$ cat src/hw/rtl/swucb_pkg.sv
// Shared constants and types of the sliding-window UCB selector.
`timescale 1ns / 1ps
`default_nettype none
package swucb_pkg;

  localparam int MAX_ARMS        = 16;
  localparam int MAX_WINDOW      = 64;
  localparam int SCORE_FRAC_BITS = 16;

  localparam int ARM_W   = 4;
  localparam int ARM_IW  = $clog2(MAX_ARMS);
  localparam int ACNT_W  = 5;
  localparam int WLEN_W  = 7;
  localparam int TS_W    = 24;
  localparam int SCORE_W = SCORE_FRAC_BITS + 2;
  localparam int EST_W   = SCORE_FRAC_BITS + 1;

  // ln is built in Q.30: integer part, 30 fraction bits, then scaled by ln2
  localparam int MANT_W  = 31;
  localparam int FRAC_W  = 30;
  localparam int K_W     = 3;
  localparam int LN_W    = K_W + FRAC_W;
  localparam int ACC_W   = 63;
  localparam int NUM_SH  = 2 * SCORE_FRAC_BITS - 29;
  localparam int NUM_W   = LN_W + NUM_SH;
  localparam int ROOT_W  = NUM_W / 2;
  localparam logic [MANT_W-1:0] LN2_Q30 = 31'd744261118;

  // Request kinds on the input channel
  localparam logic REQ_RECORD = 1'b0;
  localparam logic REQ_CHOOSE = 1'b1;

  // Register indexes on the configuration port
  localparam logic REG_ARM_COUNT = 1'b0;
  localparam logic REG_WIN_LEN   = 1'b1;

  localparam logic [ACNT_W-1:0] ARM_COUNT_RST = 5'd16;
  localparam logic [WLEN_W-1:0] WIN_LEN_RST   = 7'd50;

  // Record command from the sequencer to the outcome store
  typedef struct packed {
    logic             start;
    logic [ARM_W-1:0] arm;
    logic             reward;
  } rec_req_t;

endpackage
`default_nettype wire

$ cat src/hw/rtl/swucb_div.sv
// Restoring divider, one quotient bit per cycle.
`timescale 1ns / 1ps
`default_nettype none
module swucb_div #(
  parameter int N_W = 36,
  parameter int D_W = 7
) (
  input  wire logic           clk,
  input  wire logic           rst_n,
  input  wire logic           start,
  input  wire logic [N_W-1:0] dividend,
  input  wire logic [D_W-1:0] divisor,
  output logic                done,
  output logic [N_W-1:0]      quotient
);

  localparam int C_W = $clog2(N_W + 1);

  logic [N_W-1:0] quo_r, quo_nxt;
  logic [D_W-1:0] rem_r, rem_nxt;
  logic [D_W-1:0] dsr_r;
  logic [C_W-1:0] cnt_r;
  logic           busy_r, done_r;
  logic [D_W:0]   trial;

  // Shift in the next dividend bit and subtract when it fits
  always_comb begin
    trial   = {rem_r, quo_r[N_W-1]};
    rem_nxt = trial[D_W-1:0];
    quo_nxt = {quo_r[N_W-2:0], 1'b0};
    if (trial >= {1'b0, dsr_r}) begin
      rem_nxt = D_W'(trial - {1'b0, dsr_r});
      quo_nxt[0] = 1'b1;
    end
  end

  // Advance the iteration
  always_ff @(posedge clk) begin
    if (!rst_n) begin
      busy_r <= 1'b0;
      done_r <= 1'b0;
      cnt_r  <= '0;
    end else begin
      done_r <= busy_r && !start && (cnt_r == C_W'(1));
      if (start) begin
        busy_r <= 1'b1;
        cnt_r  <= C_W'(N_W);
      end else if (busy_r) begin
        cnt_r <= cnt_r - 1'b1;
        if (cnt_r == C_W'(1)) busy_r <= 1'b0;
      end
    end
  end

  // Hold operands and partial results
  always_ff @(posedge clk) begin
    if (start) begin
      quo_r <= dividend;
      rem_r <= '0;
      dsr_r <= divisor;
    end else if (busy_r) begin
      quo_r <= quo_nxt;
      rem_r <= rem_nxt;
    end
  end

  assign done     = done_r;
  assign quotient = quo_r;

endmodule
`default_nettype wire

$ cat src/hw/rtl/swucb_sqrt.sv
// Digit-by-digit integer square root, one result bit per cycle.
`timescale 1ns / 1ps
`default_nettype none
module swucb_sqrt #(
  parameter int X_W = 36
) (
  input  wire logic             clk,
  input  wire logic             rst_n,
  input  wire logic             start,
  input  wire logic [X_W-1:0]   radicand,
  output logic                  done,
  output logic [X_W/2-1:0]      root
);

  localparam int R_W = X_W / 2;
  localparam int C_W = $clog2(R_W + 1);

  logic [X_W-1:0] x_r, res_r, bit_r;
  logic [X_W-1:0] x_nxt, res_nxt;
  logic [X_W:0]   trial;
  logic [C_W-1:0] cnt_r;
  logic           busy_r, done_r;

  // Compare against res + bit and subtract when it fits
  always_comb begin
    trial   = {1'b0, res_r} + {1'b0, bit_r};
    x_nxt   = x_r;
    res_nxt = res_r >> 1;
    if ({1'b0, x_r} >= trial) begin
      x_nxt   = X_W'({1'b0, x_r} - trial);
      res_nxt = (res_r >> 1) + bit_r;
    end
  end

  // Advance the iteration
  always_ff @(posedge clk) begin
    if (!rst_n) begin
      busy_r <= 1'b0;
      done_r <= 1'b0;
      cnt_r  <= '0;
    end else begin
      done_r <= busy_r && !start && (cnt_r == C_W'(1));
      if (start) begin
        busy_r <= 1'b1;
        cnt_r  <= C_W'(R_W);
      end else if (busy_r) begin
        cnt_r <= cnt_r - 1'b1;
        if (cnt_r == C_W'(1)) busy_r <= 1'b0;
      end
    end
  end

  // Hold the remainder, root and bit weight
  always_ff @(posedge clk) begin
    if (start) begin
      x_r   <= radicand;
      res_r <= '0;
      bit_r <= X_W'(1) << (X_W - 2);
    end else if (busy_r) begin
      x_r   <= x_nxt;
      res_r <= res_nxt;
      bit_r <= bit_r >> 2;
    end
  end

  assign done = done_r;
  assign root = res_r[R_W-1:0];

endmodule
`default_nettype wire

$ cat src/hw/rtl/swucb_ln.sv
// Natural log by repeated squaring on one shared multiplier, scaled to the bonus numerator.
`timescale 1ns / 1ps
`default_nettype none
module swucb_ln (
  input  wire logic                            clk,
  input  wire logic                            rst_n,
  input  wire logic                            start,
  input  wire logic [swucb_pkg::WLEN_W-1:0]    n,
  output logic                                 done,
  output logic [swucb_pkg::NUM_W-1:0]          num
);

  localparam int MW = swucb_pkg::MANT_W;
  localparam int FW = swucb_pkg::FRAC_W;
  localparam int KW = swucb_pkg::K_W;
  localparam int AW = swucb_pkg::ACC_W;
  localparam int NW = swucb_pkg::WLEN_W;
  localparam int LO_W = 17;
  localparam int HI_W = swucb_pkg::LN_W - LO_W;

  typedef enum logic [4:0] {
    L_IDLE = 5'b00001,
    L_SQ   = 5'b00010,
    L_LO   = 5'b00100,
    L_HI   = 5'b01000,
    L_ADD  = 5'b10000
  } ln_state_t;

  ln_state_t          state_r, state_nxt;
  logic [MW-1:0]      m_r;
  logic [FW-1:0]      frac_r;
  logic [KW-1:0]      k_r, k_c;
  logic [4:0]         cnt_r;
  logic [AW-1:0]      acc_r;
  logic [2*MW-1:0]    p_r;
  logic               done_r;
  logic [MW-1:0]      a_op, b_op;
  logic [2*MW-1:0]    prod;
  logic [MW:0]        sq;
  logic [KW+FW-1:0]   x_c;

  // Find the top set bit of n
  always_comb begin
    k_c = '0;
    for (int i = 0; i < NW; i++) begin
      if (n[i]) k_c = KW'(i);
    end
  end

  assign x_c = {k_r, frac_r};

  // Select operands of the shared multiplier
  always_comb begin
    case (state_r)
      L_LO:    begin a_op = MW'(x_c[LO_W-1:0]);  b_op = swucb_pkg::LN2_Q30; end
      L_HI:    begin a_op = MW'(x_c[KW+FW-1:LO_W]); b_op = swucb_pkg::LN2_Q30; end
      default: begin a_op = m_r;                 b_op = m_r; end
    endcase
  end

  assign prod = a_op * b_op;
  assign sq   = prod[2*MW-1:FW];

  always_comb begin
    state_nxt = state_r;
    case (state_r)
      L_IDLE:  if (start) state_nxt = L_SQ;
      L_SQ:    if (cnt_r == 5'(FW - 1)) state_nxt = L_LO;
      L_LO:    state_nxt = L_HI;
      L_HI:    state_nxt = L_ADD;
      L_ADD:   state_nxt = L_IDLE;
      default: state_nxt = L_IDLE;
    endcase
  end

  always_ff @(posedge clk) begin
    if (!rst_n) begin
      state_r <= L_IDLE;
      done_r  <= 1'b0;
      cnt_r   <= '0;
    end else begin
      state_r <= state_nxt;
      done_r  <= (state_r == L_ADD);
      if (start && state_r == L_IDLE) cnt_r <= '0;
      else if (state_r == L_SQ) cnt_r <= cnt_r + 1'b1;
    end
  end

  // Load n, square the mantissa, renormalize and collect one fraction bit per cycle, then scale by ln2
  always_ff @(posedge clk) begin
    case (state_r)
      L_IDLE: begin
        if (start) begin
          k_r    <= k_c;
          m_r    <= MW'({{(MW - NW){1'b0}}, n} << (5'(FW) - 5'(k_c)));
          frac_r <= '0;
        end
      end
      L_SQ: begin
        if (sq[MW]) begin
          m_r <= sq[MW:1];
          frac_r[5'(FW - 1) - cnt_r] <= 1'b1;
        end else begin
          m_r <= sq[MW-1:0];
        end
      end
      L_LO:  acc_r <= AW'(prod);
      L_HI:  p_r   <= prod;
      L_ADD: acc_r <= acc_r + {p_r[AW-LO_W-1:0], {LO_W{1'b0}}};
      default: ;
    endcase
  end

  assign done = done_r;
  assign num  = {acc_r[AW-1:FW], {swucb_pkg::NUM_SH{1'b0}}};

endmodule
`default_nettype wire

$ cat src/hw/rtl/swucb_store.sv
// Outcome ring and per-arm pull and reward counts with their update sequencer.
`timescale 1ns / 1ps
`default_nettype none
module swucb_store #(
  parameter int WIN   = swucb_pkg::MAX_WINDOW,
  parameter int CNT_W = $clog2(WIN + 1)
) (
  input  wire logic                           clk,
  input  wire logic                           rst_n,
  input  wire swucb_pkg::rec_req_t            rec,
  input  wire logic [CNT_W-1:0]               win_len,
  input  wire logic [swucb_pkg::ARM_IW-1:0]   rd_arm,
  output logic                                busy,
  output logic [CNT_W-1:0]                    rd_pulls,
  output logic [CNT_W-1:0]                    rd_rewards
);

  localparam int HW = (WIN > 1) ? $clog2(WIN) : 1;
  localparam int PW = CNT_W + 1;
  localparam int IW = swucb_pkg::ARM_IW;
  localparam int NA = swucb_pkg::MAX_ARMS;
  localparam int EW = swucb_pkg::ARM_W + 1;

  typedef enum logic [4:0] {
    ST_IDLE = 5'b00001,
    ST_EVR  = 5'b00010,
    ST_EVW  = 5'b00100,
    ST_INC  = 5'b01000,
    ST_INCW = 5'b10000
  } st_state_t;

  st_state_t          state_r, state_nxt;
  logic [EW-1:0]      ring_mem [WIN];
  logic [EW-1:0]      ring_q_r;
  logic [2*CNT_W-1:0] cnt_mem [NA];
  logic [2*CNT_W-1:0] cnt_q_r;
  logic               cnt_qv_r;
  logic [NA-1:0]      vld_r;
  logic [HW-1:0]      head_r, pos_r;
  logic [CNT_W-1:0]   fill_r;
  logic [IW-1:0]      arm_r, oa_r;
  logic               rew_r;
  logic [PW-1:0]      pos_sum;
  logic [IW-1:0]      raddr, waddr;
  logic               cnt_we, ring_we;
  logic [CNT_W-1:0]   cur_p, cur_r, new_p, new_r;
  logic               arm_ok;

  assign arm_ok = ({1'b0, rec.arm} < (swucb_pkg::ARM_W + 1)'(NA));

  // Place the new outcome after the newest one, wrapping around the ring
  always_comb begin
    pos_sum = PW'(head_r) + PW'(fill_r);
    if (pos_sum >= PW'(WIN)) pos_sum = pos_sum - PW'(WIN);
  end

  always_comb begin
    state_nxt = state_r;
    case (state_r)
      ST_IDLE: begin
        if (rec.start && arm_ok) begin
          state_nxt = (fill_r < win_len) ? ST_INC : ST_EVR;
        end
      end
      ST_EVR:  state_nxt = ST_EVW;
      ST_EVW:  state_nxt = ST_INC;
      ST_INC:  state_nxt = ST_INCW;
      ST_INCW: state_nxt = ST_IDLE;
      default: state_nxt = ST_IDLE;
    endcase
  end

  // Drop the evicted outcome or add the new one, and pick the count memory addresses
  always_comb begin
    cur_p = cnt_qv_r ? cnt_q_r[2*CNT_W-1:CNT_W] : '0;
    cur_r = cnt_qv_r ? cnt_q_r[CNT_W-1:0] : '0;
    if (state_r == ST_EVW) begin
      new_p = (cur_p != '0) ? cur_p - 1'b1 : cur_p;
      new_r = (cur_r >= CNT_W'(ring_q_r[0])) ? cur_r - CNT_W'(ring_q_r[0]) : cur_r;
      waddr = oa_r;
    end else begin
      new_p = cur_p + 1'b1;
      new_r = cur_r + CNT_W'(rew_r);
      waddr = arm_r;
    end
    cnt_we  = (state_r == ST_EVW) || (state_r == ST_INCW);
    ring_we = (state_r == ST_INC);
    case (state_r)
      ST_EVR:  raddr = IW'(ring_q_r[EW-1:1]);
      ST_INC:  raddr = arm_r;
      default: raddr = rd_arm;
    endcase
  end

  always_ff @(posedge clk) begin
    if (!rst_n) begin
      state_r <= ST_IDLE;
      head_r  <= '0;
      fill_r  <= '0;
      vld_r   <= '0;
    end else begin
      state_r <= state_nxt;
      if (state_r == ST_IDLE && rec.start && arm_ok && fill_r < win_len) begin
        fill_r <= fill_r + 1'b1;
      end
      if (state_r == ST_EVW) begin
        head_r <= (head_r == HW'(WIN - 1)) ? '0 : head_r + 1'b1;
      end
      if (cnt_we) vld_r[waddr] <= 1'b1;
    end
  end

  // Capture the request
  always_ff @(posedge clk) begin
    if (state_r == ST_IDLE && rec.start) begin
      arm_r <= IW'(rec.arm);
      rew_r <= rec.reward;
      pos_r <= HW'(pos_sum);
    end
    if (state_r == ST_EVR) oa_r <= raddr;
  end

  // Ring memory: read at the head, write at the tail
  always_ff @(posedge clk) begin
    if (ring_we) ring_mem[pos_r] <= {arm_r, rew_r};
    ring_q_r <= ring_mem[head_r];
  end

  // Count memory: one write and one registered read per cycle
  always_ff @(posedge clk) begin
    if (cnt_we) cnt_mem[waddr] <= {new_p, new_r};
    cnt_q_r  <= cnt_mem[raddr];
    cnt_qv_r <= vld_r[raddr];
  end

  assign busy       = (state_r != ST_IDLE);
  assign rd_pulls   = cur_p;
  assign rd_rewards = cur_r;

endmodule
`default_nettype wire

$ cat src/hw/rtl/sliding_window_ucb_select_unit.sv
// Sliding-window UCB arm selector: top level with request sequencer and config registers.
// A record transfer (in_tuser = 0) appends an (arm, reward) outcome to the window and
// keeps the block busy until the store has updated its counts, longer when the oldest
// outcome is evicted. A choose transfer (in_tuser = 1) scores arms 0..arm_count-1 as
// rewards/pulls + sqrt(2*ln(min(window, t))/pulls) in unsigned Q2.16 and returns the arm
// with the greatest score, lowest index on ties. It keeps the block busy while ln is
// found on one shared multiplier (30 squarings) and then, for each arm in turn, while
// its pull and reward counts are read, the serial divider makes two passes and the square
// root runs, and longer while an earlier result still waits unread. in_tready is high
// only while no request is in flight; a finished result waits in the output register.
`timescale 1ns / 1ps
`default_nettype none
module sliding_window_ucb_select_unit #(
  parameter int MAX_WINDOW = swucb_pkg::MAX_WINDOW
) (
  input  wire logic        clk,
  input  wire logic        rst_n,
  input  wire logic        in_tvalid,
  output logic             in_tready,
  input  wire logic [31:0] in_tdata,   // arm[3:0], reward[4], time_step[28:5]
  input  wire logic        in_tuser,   // req_type[0]
  output logic             out_tvalid,
  input  wire logic        out_tready,
  output logic [23:0]      out_tdata,  // chosen_arm[3:0], best_score[21:4]
  input  wire logic        cfg_psel,
  input  wire logic        cfg_penable,
  input  wire logic        cfg_pwrite,
  input  wire logic [2:0]  cfg_paddr,
  input  wire logic [31:0] cfg_pwdata,
  output logic [31:0]      cfg_prdata,
  output logic             cfg_pready
);

  localparam int CNT_W = $clog2(MAX_WINDOW + 1);
  localparam int F     = swucb_pkg::SCORE_FRAC_BITS;
  localparam int NUMW  = swucb_pkg::NUM_W;
  localparam int SW    = swucb_pkg::SCORE_W;
  localparam int EW    = swucb_pkg::EST_W;
  localparam int RW    = swucb_pkg::ROOT_W;
  localparam int AC    = swucb_pkg::ACNT_W;
  localparam int WL    = swucb_pkg::WLEN_W;
  localparam int IW    = swucb_pkg::ARM_IW;

  typedef enum logic [8:0] {
    T_IDLE = 9'b000000001,
    T_REC  = 9'b000000010,
    T_LOG  = 9'b000000100,
    T_ARD  = 9'b000001000,
    T_ADAT = 9'b000010000,
    T_EST  = 9'b000100000,
    T_PAD  = 9'b001000000,
    T_ROOT = 9'b010000000,
    T_OUT  = 9'b100000000
  } top_state_t;

  top_state_t           state_r, state_nxt;
  logic [AC-1:0]        arm_count_r;
  logic [WL-1:0]        win_len_r;
  logic                 cfg_wr;
  logic                 in_acc;
  logic [WL-1:0]        len_c, n_c;
  logic [AC-1:0]        cnt_c, narm_r, idx_r;
  logic [NUMW-1:0]      num_r;
  logic [CNT_W-1:0]     dsr_r, pulls, rewards;
  logic [EW-1:0]        est_r;
  logic [SW-1:0]        best_r, ub_r;
  logic [IW-1:0]        best_arm_r, oarm_r;
  logic                 out_vld_r;
  logic [SW:0]          sum_c;
  logic [SW-1:0]        score_c;
  swucb_pkg::rec_req_t  rec;
  logic                 st_busy;
  logic                 ln_done, div_done, sq_done;
  logic [NUMW-1:0]      ln_num, div_q, div_n;
  logic [CNT_W-1:0]     div_d;
  logic                 div_start, sq_start;
  logic [RW-1:0]        root;

  // Configuration registers
  assign cfg_pready = 1'b1;
  assign cfg_wr     = cfg_psel && cfg_penable && cfg_pwrite && cfg_pready;
  assign cfg_prdata = (cfg_paddr[2] == swucb_pkg::REG_WIN_LEN) ? 32'(win_len_r)
                                                                : 32'(arm_count_r);

  always_ff @(posedge clk) begin
    if (!rst_n) begin
      arm_count_r <= swucb_pkg::ARM_COUNT_RST;
      win_len_r   <= swucb_pkg::WIN_LEN_RST;
    end else if (cfg_wr) begin
      if (cfg_paddr[2] == swucb_pkg::REG_ARM_COUNT) arm_count_r <= cfg_pwdata[AC-1:0];
      else win_len_r <= cfg_pwdata[WL-1:0];
    end
  end

  // Clamp the window, the log argument and the arm count
  always_comb begin
    if (win_len_r == '0) len_c = WL'(1);
    else if (32'(win_len_r) > 32'(MAX_WINDOW)) len_c = WL'(MAX_WINDOW);
    else len_c = win_len_r;
    if (in_tdata[28:5] > swucb_pkg::TS_W'(len_c)) n_c = len_c;
    else n_c = in_tdata[WL+4:5];
    if (n_c == '0) n_c = WL'(1);
    cnt_c = (32'(arm_count_r) > 32'(swucb_pkg::MAX_ARMS)) ? AC'(swucb_pkg::MAX_ARMS)
                                                         : arm_count_r;
  end

  assign in_tready = (state_r == T_IDLE);
  assign in_acc    = in_tvalid && in_tready;

  assign rec.start  = in_acc && (in_tuser == swucb_pkg::REQ_RECORD);
  assign rec.arm    = in_tdata[3:0];
  assign rec.reward = in_tdata[4];

  swucb_store #(.WIN(MAX_WINDOW), .CNT_W(CNT_W)) u_store (
    .clk        (clk),
    .rst_n      (rst_n),
    .rec        (rec),
    .win_len    (CNT_W'(len_c)),
    .rd_arm     (IW'(idx_r)),
    .busy       (st_busy),
    .rd_pulls   (pulls),
    .rd_rewards (rewards)
  );

  swucb_ln u_ln (
    .clk   (clk),
    .rst_n (rst_n),
    .start (in_acc && (in_tuser == swucb_pkg::REQ_CHOOSE)),
    .n     (n_c),
    .done  (ln_done),
    .num   (ln_num)
  );

  // Share one divider between the estimate and the bonus quotient
  assign div_start = (state_r == T_ADAT) || (state_r == T_EST && div_done);
  assign div_n     = (state_r == T_ADAT) ? NUMW'({rewards, {F{1'b0}}}) : num_r;
  assign div_d     = (state_r == T_ADAT) ? ((pulls != '0) ? pulls : CNT_W'(1)) : dsr_r;
  assign sq_start  = (state_r == T_PAD) && div_done;

  swucb_div #(.N_W(NUMW), .D_W(CNT_W)) u_div (
    .clk      (clk),
    .rst_n    (rst_n),
    .start    (div_start),
    .dividend (div_n),
    .divisor  (div_d),
    .done     (div_done),
    .quotient (div_q)
  );

  swucb_sqrt #(.X_W(NUMW)) u_sqrt (
    .clk      (clk),
    .rst_n    (rst_n),
    .start    (sq_start),
    .radicand (div_q),
    .done     (sq_done),
    .root     (root)
  );

  // Add estimate and bonus, saturate
  always_comb begin
    sum_c   = (SW + 1)'(est_r) + (SW + 1)'(root);
    score_c = sum_c[SW] ? {SW{1'b1}} : sum_c[SW-1:0];
  end

  always_comb begin
    state_nxt = state_r;
    case (state_r)
      T_IDLE: begin
        if (in_acc) state_nxt = (in_tuser == swucb_pkg::REQ_CHOOSE) ? T_LOG : T_REC;
      end
      T_REC:  if (!st_busy) state_nxt = T_IDLE;
      T_LOG:  if (ln_done) state_nxt = (narm_r == '0) ? T_OUT : T_ARD;
      T_ARD:  state_nxt = T_ADAT;
      T_ADAT: state_nxt = T_EST;
      T_EST:  if (div_done) state_nxt = T_PAD;
      T_PAD:  if (div_done) state_nxt = T_ROOT;
      T_ROOT: if (sq_done) state_nxt = (idx_r + 1'b1 == narm_r) ? T_OUT : T_ARD;
      T_OUT:  if (!out_vld_r || out_tready) state_nxt = T_IDLE;
      default: state_nxt = T_IDLE;
    endcase
  end

  always_ff @(posedge clk) begin
    if (!rst_n) begin
      state_r   <= T_IDLE;
      out_vld_r <= 1'b0;
    end else begin
      state_r <= state_nxt;
      if (state_r == T_OUT && (!out_vld_r || out_tready)) out_vld_r <= 1'b1;
      else if (out_tready) out_vld_r <= 1'b0;
    end
  end

  // Hold the running best and the per-arm operands
  always_ff @(posedge clk) begin
    case (state_r)
      T_IDLE: begin
        idx_r      <= '0;
        best_r     <= '0;
        best_arm_r <= '0;
        narm_r     <= cnt_c;
      end
      T_LOG:  num_r <= ln_num;
      T_ADAT: dsr_r <= div_d;
      T_EST:  if (div_done) est_r <= div_q[EW-1:0];
      T_ROOT: begin
        if (sq_done) begin
          idx_r <= idx_r + 1'b1;
          if (score_c > best_r) begin
            best_r     <= score_c;
            best_arm_r <= IW'(idx_r);
          end
        end
      end
      T_OUT: begin
        if (!out_vld_r || out_tready) begin
          ub_r   <= best_r;
          oarm_r <= best_arm_r;
        end
      end
      default: ;
    endcase
  end

  assign out_tvalid = out_vld_r;
  assign out_tdata  = {2'b00, ub_r, oarm_r};

endmodule
`default_nettype wire

$ cat config.mk
export PLATFORM = sky130hd
export DESIGN_NAME = sliding_window_ucb_select_unit
export DESIGN_NICKNAME = d
export VERILOG_FILES = /design/src/hw/rtl/swucb_pkg.sv /design/src/hw/rtl/swucb_div.sv /design/src/hw/rtl/swucb_sqrt.sv /design/src/hw/rtl/swucb_ln.sv /design/src/hw/rtl/swucb_store.sv /design/src/hw/rtl/sliding_window_ucb_select_unit.sv
export SDC_FILE = /design/constraint.sdc
export NUM_CORES = 2
export LEC_CHECK = 0
export BUFFER_PORTS_ARGS = -buffer_cell sky130_fd_sc_hd__buf_4
export CORE_UTILIZATION = 40
export DETAILED_ROUTE_END_ITERATION = 8
export PLACE_DENSITY_LB_ADDON = 0.3
export SYNTH_ARGS = -nofsm -noshare
export SYNTH_HDL_FRONTEND = slang
export SYNTH_SLANG_ARGS = --single-unit
export TNS_END_PERCENT = 50
$ cat constraint.sdc
create_clock -name clk -period 14.98 [get_ports clk]
set_input_delay 1.498 -clock clk [delete_from_list [all_inputs] [get_ports clk]]
set_output_delay 1.498 -clock clk [all_outputs]
set_load 0.05 [all_outputs]
; Word level (Yosys, flattened, before mapping)
; Memories as Yosys holds them, arrays and structs flattened. A register that Yosys moved wholly into a read port is not among the register bits.
; Index checks and enable logic that the tools add are counted.
[word_totals]
ff_bits = 522
ramBits = 544
input_bits = 75
mem_count = 2
[memory_table]
columns = name, depth, word_bits, read_ports, rd_clocked_by_memory_dff, wr, line_no
row1 = u_store.ring_mem, 64, 5, 1, 1, 1, swucb_store.sv:33  ; logic [EW-1:0] ring_mem [WIN];
row2 = u_store.cnt_mem, 16, 14, 1, 1, 1, swucb_store.sv:35  ; logic [2*CNT_W-1:0] cnt_mem [NA];
[op_classes]
add_sub_neg = 20
mul = 1
n_lt_le_gt_ge = 14
n_eq_ne = 37
shifts = 1
mux = 89
n_bitwise = 5
n_reduce_logical = 50
[ops]
columns = operator, count
row1 = $mux W36, 7
row2 = $pmux W63 S2, 1
row3 = $pmux W31 S2, 2
row4 = $mux W7, 14
row5 = $mux W31, 3
row6 = $mux W9, 9
row7 = $pmux W9 S9, 1
row8 = $add A63 B63 Y63, 1
row9 = $mul A31 B31 Y62, 1
row10 = $mux W30, 2
row11 = $pmux W30 S2, 1
row12 = $mux W18, 3
row13 = $pmux W5 S4, 2
row14 = $add A36 B35 Y37, 1
row15 = $ge A36 B37 Y1, 1
row16 = $add A35 B35 Y36, 1
row17 = $pmux W18 S2, 1
row18 = $sub A36 B36 Y36, 1
row19 = $shl A7 B5 Y31, 1
row20 = $mux W5, 6
row21 = $or A30 B30 Y30, 1
row22 = $gt A24 B7 Y1, 1
row23 = $mux W6, 4
row24 = $add A17 B18 Y19, 1
row25 = 65 further kinds, 151

; Longest topological paths before layout
[logic_depth]
depth_word = 17
depth_mapped = 37
ltp_nobuf = 32

; Hierarchy
; A second synthesis with hierarchy kept.
[hier_totals]
hier_cells = 7736
area_unflattened_um2 = 83707.8
[by_module_without_submodules]
columns = module, instances, cells_each, area_each_um2, seq_area_each_um2
row1 = swucb_ln, 1, 4519, 40931.8, 4904.7
row2 = swucb_store, 1, 1385, 24554.8, 17867.1
row3 = swucb_sqrt, 1, 955, 7895.1, 2302.2
row4 = sliding_window_ucb_select_unit, 1, 654, 7442.1, 3863.7
row5 = swucb_div, 1, 223, 2884.0, 1591.5

; Least setup slack after synthesis
; No wires, ideal clock.
[synth_timing]
kind = reg2reg
start = register u_ln.state_r[4]
end = register u_ln.frac_r[0] (enable)
setup_ns = 0.387
t_arrival_ns = 10.389
required_ns = 14.593
path_slack_ns = 4.204
stages_incl_launch_ff = 31
synth_period_minus_slack_ns = 10.776
path_cell_list = dfxtp_1 nor2_1 nor4bb_1 clkbuf_1 clkbuf_1 buf_1 a221oi_1 nor2_1 fa_1 fa_1 inv_1 fa_1 fa_1 inv_1 fa_1 fa_1 fa_1 inv_1 fa_1 inv_1 ha_1 a21o_1 o21bai_1 a221oi_1 o221ai_1 a41oi_2 o21ai_1 a2bb2oi_2 xor2_2 nand2_1 nand2_1
[synth_between]
elab_chain_len = 6
[synth_rtl]
columns = element, line_no
row1 = from (decl), swucb_ln.sv:29  ; ln_state_t state_r, state_nxt;
row2 = from (signal assigned), swucb_ln.sv:82  ; state_r <= state_nxt;
row3 = $eq A5 B3 Y1 / $eq A5 B4 Y1 (equally long branches), swucb_ln.sv:54  ; case (state_r)
row4 = $reduce_or A2 Y1 (no line), -
row5 = $mux W31, swucb_ln.sv:54
row6 = $mul A31 B31 Y62, swucb_ln.sv:61  ; assign prod = a_op * b_op;
row7 = $ne A2 B1 Y1 (no line), -
row8 = $reduce_and A3 Y1 (no line) *, -
row9 = to (signal assigned), swucb_ln.sv:96  ; frac_r <= '0;
row10 = "to (signal, indexed assignment)", swucb_ln.sv:102  ; frac_r[5'(FW - 1) - cnt_r] <= 1'b1;
row11 = to (decl), swucb_ln.sv:31  ; logic [FW-1:0] frac_r;
; Mark *: on every way between the ends. The rest lies on a longest branch, timed or not.
; A chain may end at the register's enable or synchronous reset.

; Final worst setup path
[layout_timing]
start = register u_ln.state_r[1]
end = register u_ln.frac_r[28] (enable)
; The elaborated chain is that of the path after synthesis.

==> key figures <==
Timing
  – Part of the cycle the worst path needs: 0.823
  – Post-layout min period: 12.33 ns
  – Worst slew pin tran: between 1 and 1.5 ns
  – RSZ-0062 raised after global routing: no
  – Slew Viols, Final: 0
  – Relative slew slack: 0.0968
  – Peak Freq: approximately 0.081 GHz
  – Post-route setup TNS: 0 ns
  – Clk_skew: 0.105 ns
  – Final setup fails: 0
  – Final count of hold timing violations: 0

Synthesis
  – Post-synthesis sequential element count: 1,068
  – Post-Syn Area: 82,700 um^2
  – Area leader, netlist: edfxtp_1
  – Commonest cells post-synth: nand2_1, inv_1, edfxtp_1
  – Asr flop ratio synth: 0
  – Top-count cell post-synth: nand2_1
  – EDFF count, synth: 905
  – Sequential fraction of the synthesis area: 0.368
  – Yosys top cell area share: 0.329
  – Ys flop type: edfxtp_1
  – Mean Syn Cell Area: 10.4 um^2
  – Yosys warns: 0
  – Post-Syn Instances: a little under 8,000
  – Synth top area cells: edfxtp_1, fa_1, ha_1
  – Unique masters post-synth: 100

Detailed routing
  – Drt wl/cell: 22.4 um
  – Final wirelength: 237,000 um
  – DR vias/cell: 5.54
  – DRC violations left: 0
  – DR vias: 58,800
  – Iter 0 DRT Violations: 5,218
  – Post-route ant nets: 0
  – First-pass iteration count of the detailed router: 8

Worst setup path
  – CP max FO: 48
  – CP peak stage delay: 0.79 ns
  – Critical path arrival: 12.73 ns
  – Crit. End Element: flop
  – Worst Setup Start Kind: flop
  – Critical Path RT: around 15 ns
  – Worst path slowest cell: inv_1
  – Type of the worst setup path: reg2reg
  – Worst path most repeated cell: fa_1

Clocking
  – CTS H-Tree Depth: 3
  – Later-pin clock latency in the skew report: 0.79 ns
  – CTS Buf Count: 112
  – Post_cts resized: 0
  – Setup Buffers After CTS: 0
  – Max Root-Sink Buffers: 3
  – Hold-fix buffers at CTS: 0
  – Clk root buf: clkbuf_16
  – Clock sink count: 1,068
  – Clk pin slew, worst setup/hold paths: 0.06 ns
  – CTS tree: yes

Global routing
  – Initial antenna violation count: 4
  – Vias in the first global route: a little over 60,000
  – Largest net degree at the start of global routing: 113
  – GRT Total Usage: 0.228
  – Gr ovfl total: 0
  – First-pass GRT wire length: 365,000 um

Run status
  – Status: completed

Place
  – Gp weighted congestion: 0.929
  – Placed wire-length estimate: 168,000 um
  – Buffers on Ports: 75

Layout
  – Synth-to-layout area growth: 8.88%
  – Share of post-route cells with drive strength above 1: 0.0772
  – Nets: approximately 9,200
  – Filler cells: 19,100

Floorplan
  – Rows: 166
  – Core area: 205,000 um^2
  – Die X: 457 um
  – Die Y-Extent: 457 um
  – # IOs: 134
  – Initial Utilization: 0.403
  – Total die area: 208,000 um^2

Job
  – Max-Cap Viols: 0

Min path
  – Hold crit path type: reg2reg
==> registers in the layout (all words and copies together) (netlist names), 18 cells and up <==
register and count:
u_ln.acc_r 46, u_sqrt.bit_r 18, u_sqrt.x_r 36, u_store.cnt_mem 224, ub_r 18, num_r 33, u_sqrt.res_r 36, u_store.ring_mem 320
u_div.quotient 36, best_r 18, u_ln.m_r 31, u_ln.frac_r 30, u_ln.p_r 46
==> critical path, delay by kind of cell (launching register included) <==
| family | cells | cell delay, ns |
|---|---|---|
| and+or+nand+nor | 6 | 1.61 |
| adders and majority gates | 9 | 4.47 |
| buffers and inverters | 8 | 2.39 |
| xor gates and xnor gates | 1 | 0.14 |
| AOI/OAI and AO/OA | 9 | 2.89 |
| DFF | 1 | 0.43 |
==> through the flow <==
step	area [um^2]	hold WS, ns	setup slack, ns	std cells	utilization
floorplan	82800	0.400	4.20	7936	-
global placement	86000	0.412	2.97	10400	0.419
detailed placement	86000	0.414	2.84	10400	0.419
CTS	90000	0.429	2.84	10600	0.439
global route	90000	0.438	2.23	10600	0.439
finish	90000	0.427	2.65	10600	0.439
==> placed cells by master, fill, tap and decap left out, drive strengths merged, types with 26 or more instances in the layout <==
master  synthesis  layout
a21oi         329     329
edfxtp        905     905
xor2           97      97
buf           111     214
and2           62      62
mux4          105     105
dfxtp         163     163
a211oi         31      31
fa            840     840
clkinv          6      45
or2            26      26
nand3         191     191
xnor2         140     140
o21ai         249     249
o21bai         45      45
nand4          79      79
nand2b         30      30
or3            38      38
inv          1049    1049
mux2i          55      55
o21a           44      44
conb            2      28
ha            456     456
clkbuf        337     146
nor3           79      79
nor2          586     586
nand2        1054    1054
a21o          114     114
a31oi          70      70
and3          247     247
a311oi         32      32
nor2b          41      41
==> path summary, 6_finish.rpt <==
path,start,endpoint,slack (ns),depth (start not counted)
worst max-delay path,u_ln.state_r[1],u_ln.frac_r[28],2.65,33
worst min register to register,best_arm_r[3],oarm_r[3],0.43,0
worst max register to register,u_ln.state_r[1],u_ln.frac_r[28],2.65,33
worst min-delay path,best_arm_r[3],oarm_r[3],0.43,0
==> routing by layer <==
| layer | track usage | routed length [um] |
|---|---|---|
| met5 | 0 | 0 |
| met4 | 0.103 | 12000 |
| met3 | 0.0417 | 19600 |
| met2 | 0.364 | 108000 |
| met1 | 0.301 | 97500 |
==> final cells by class <==
| class | count | area (um^2) | area share |
|---|---|---|---|
| Multi-Input combinational cell | 5365 | 46600 | 0.518 |
| Sequential cell | 1068 | 30500 | 0.338 |
| Inverter | 1055 | 3960 | 0.0440 |
| Clock inverter | 66 | 952 | 0.0106 |
| Antenna cell | 1 | 2.50 | 0.0000278 |
| Clock buffer | 146 | 3050 | 0.0339 |
| Timing Repair Buffer | 214 | 1620 | 0.0180 |
| Tap cell | 2688 | 3360 | 0.0374 |
==> cell families after synthesis <==
logic type	count (synthesis)	synth area share
buf+inv	1503	0.0706
xor+xnor	237	0.0252
flops	1068	0.368
fa+ha+maj	1296	0.272
mux	174	0.0372
simple gates	2515	0.139
compound gates	1115	0.0876
other cells	2	0.0000909
Power is not shown: default switching activity piles up to over one toggle a cycle in this logic, so the estimate is an artifact.
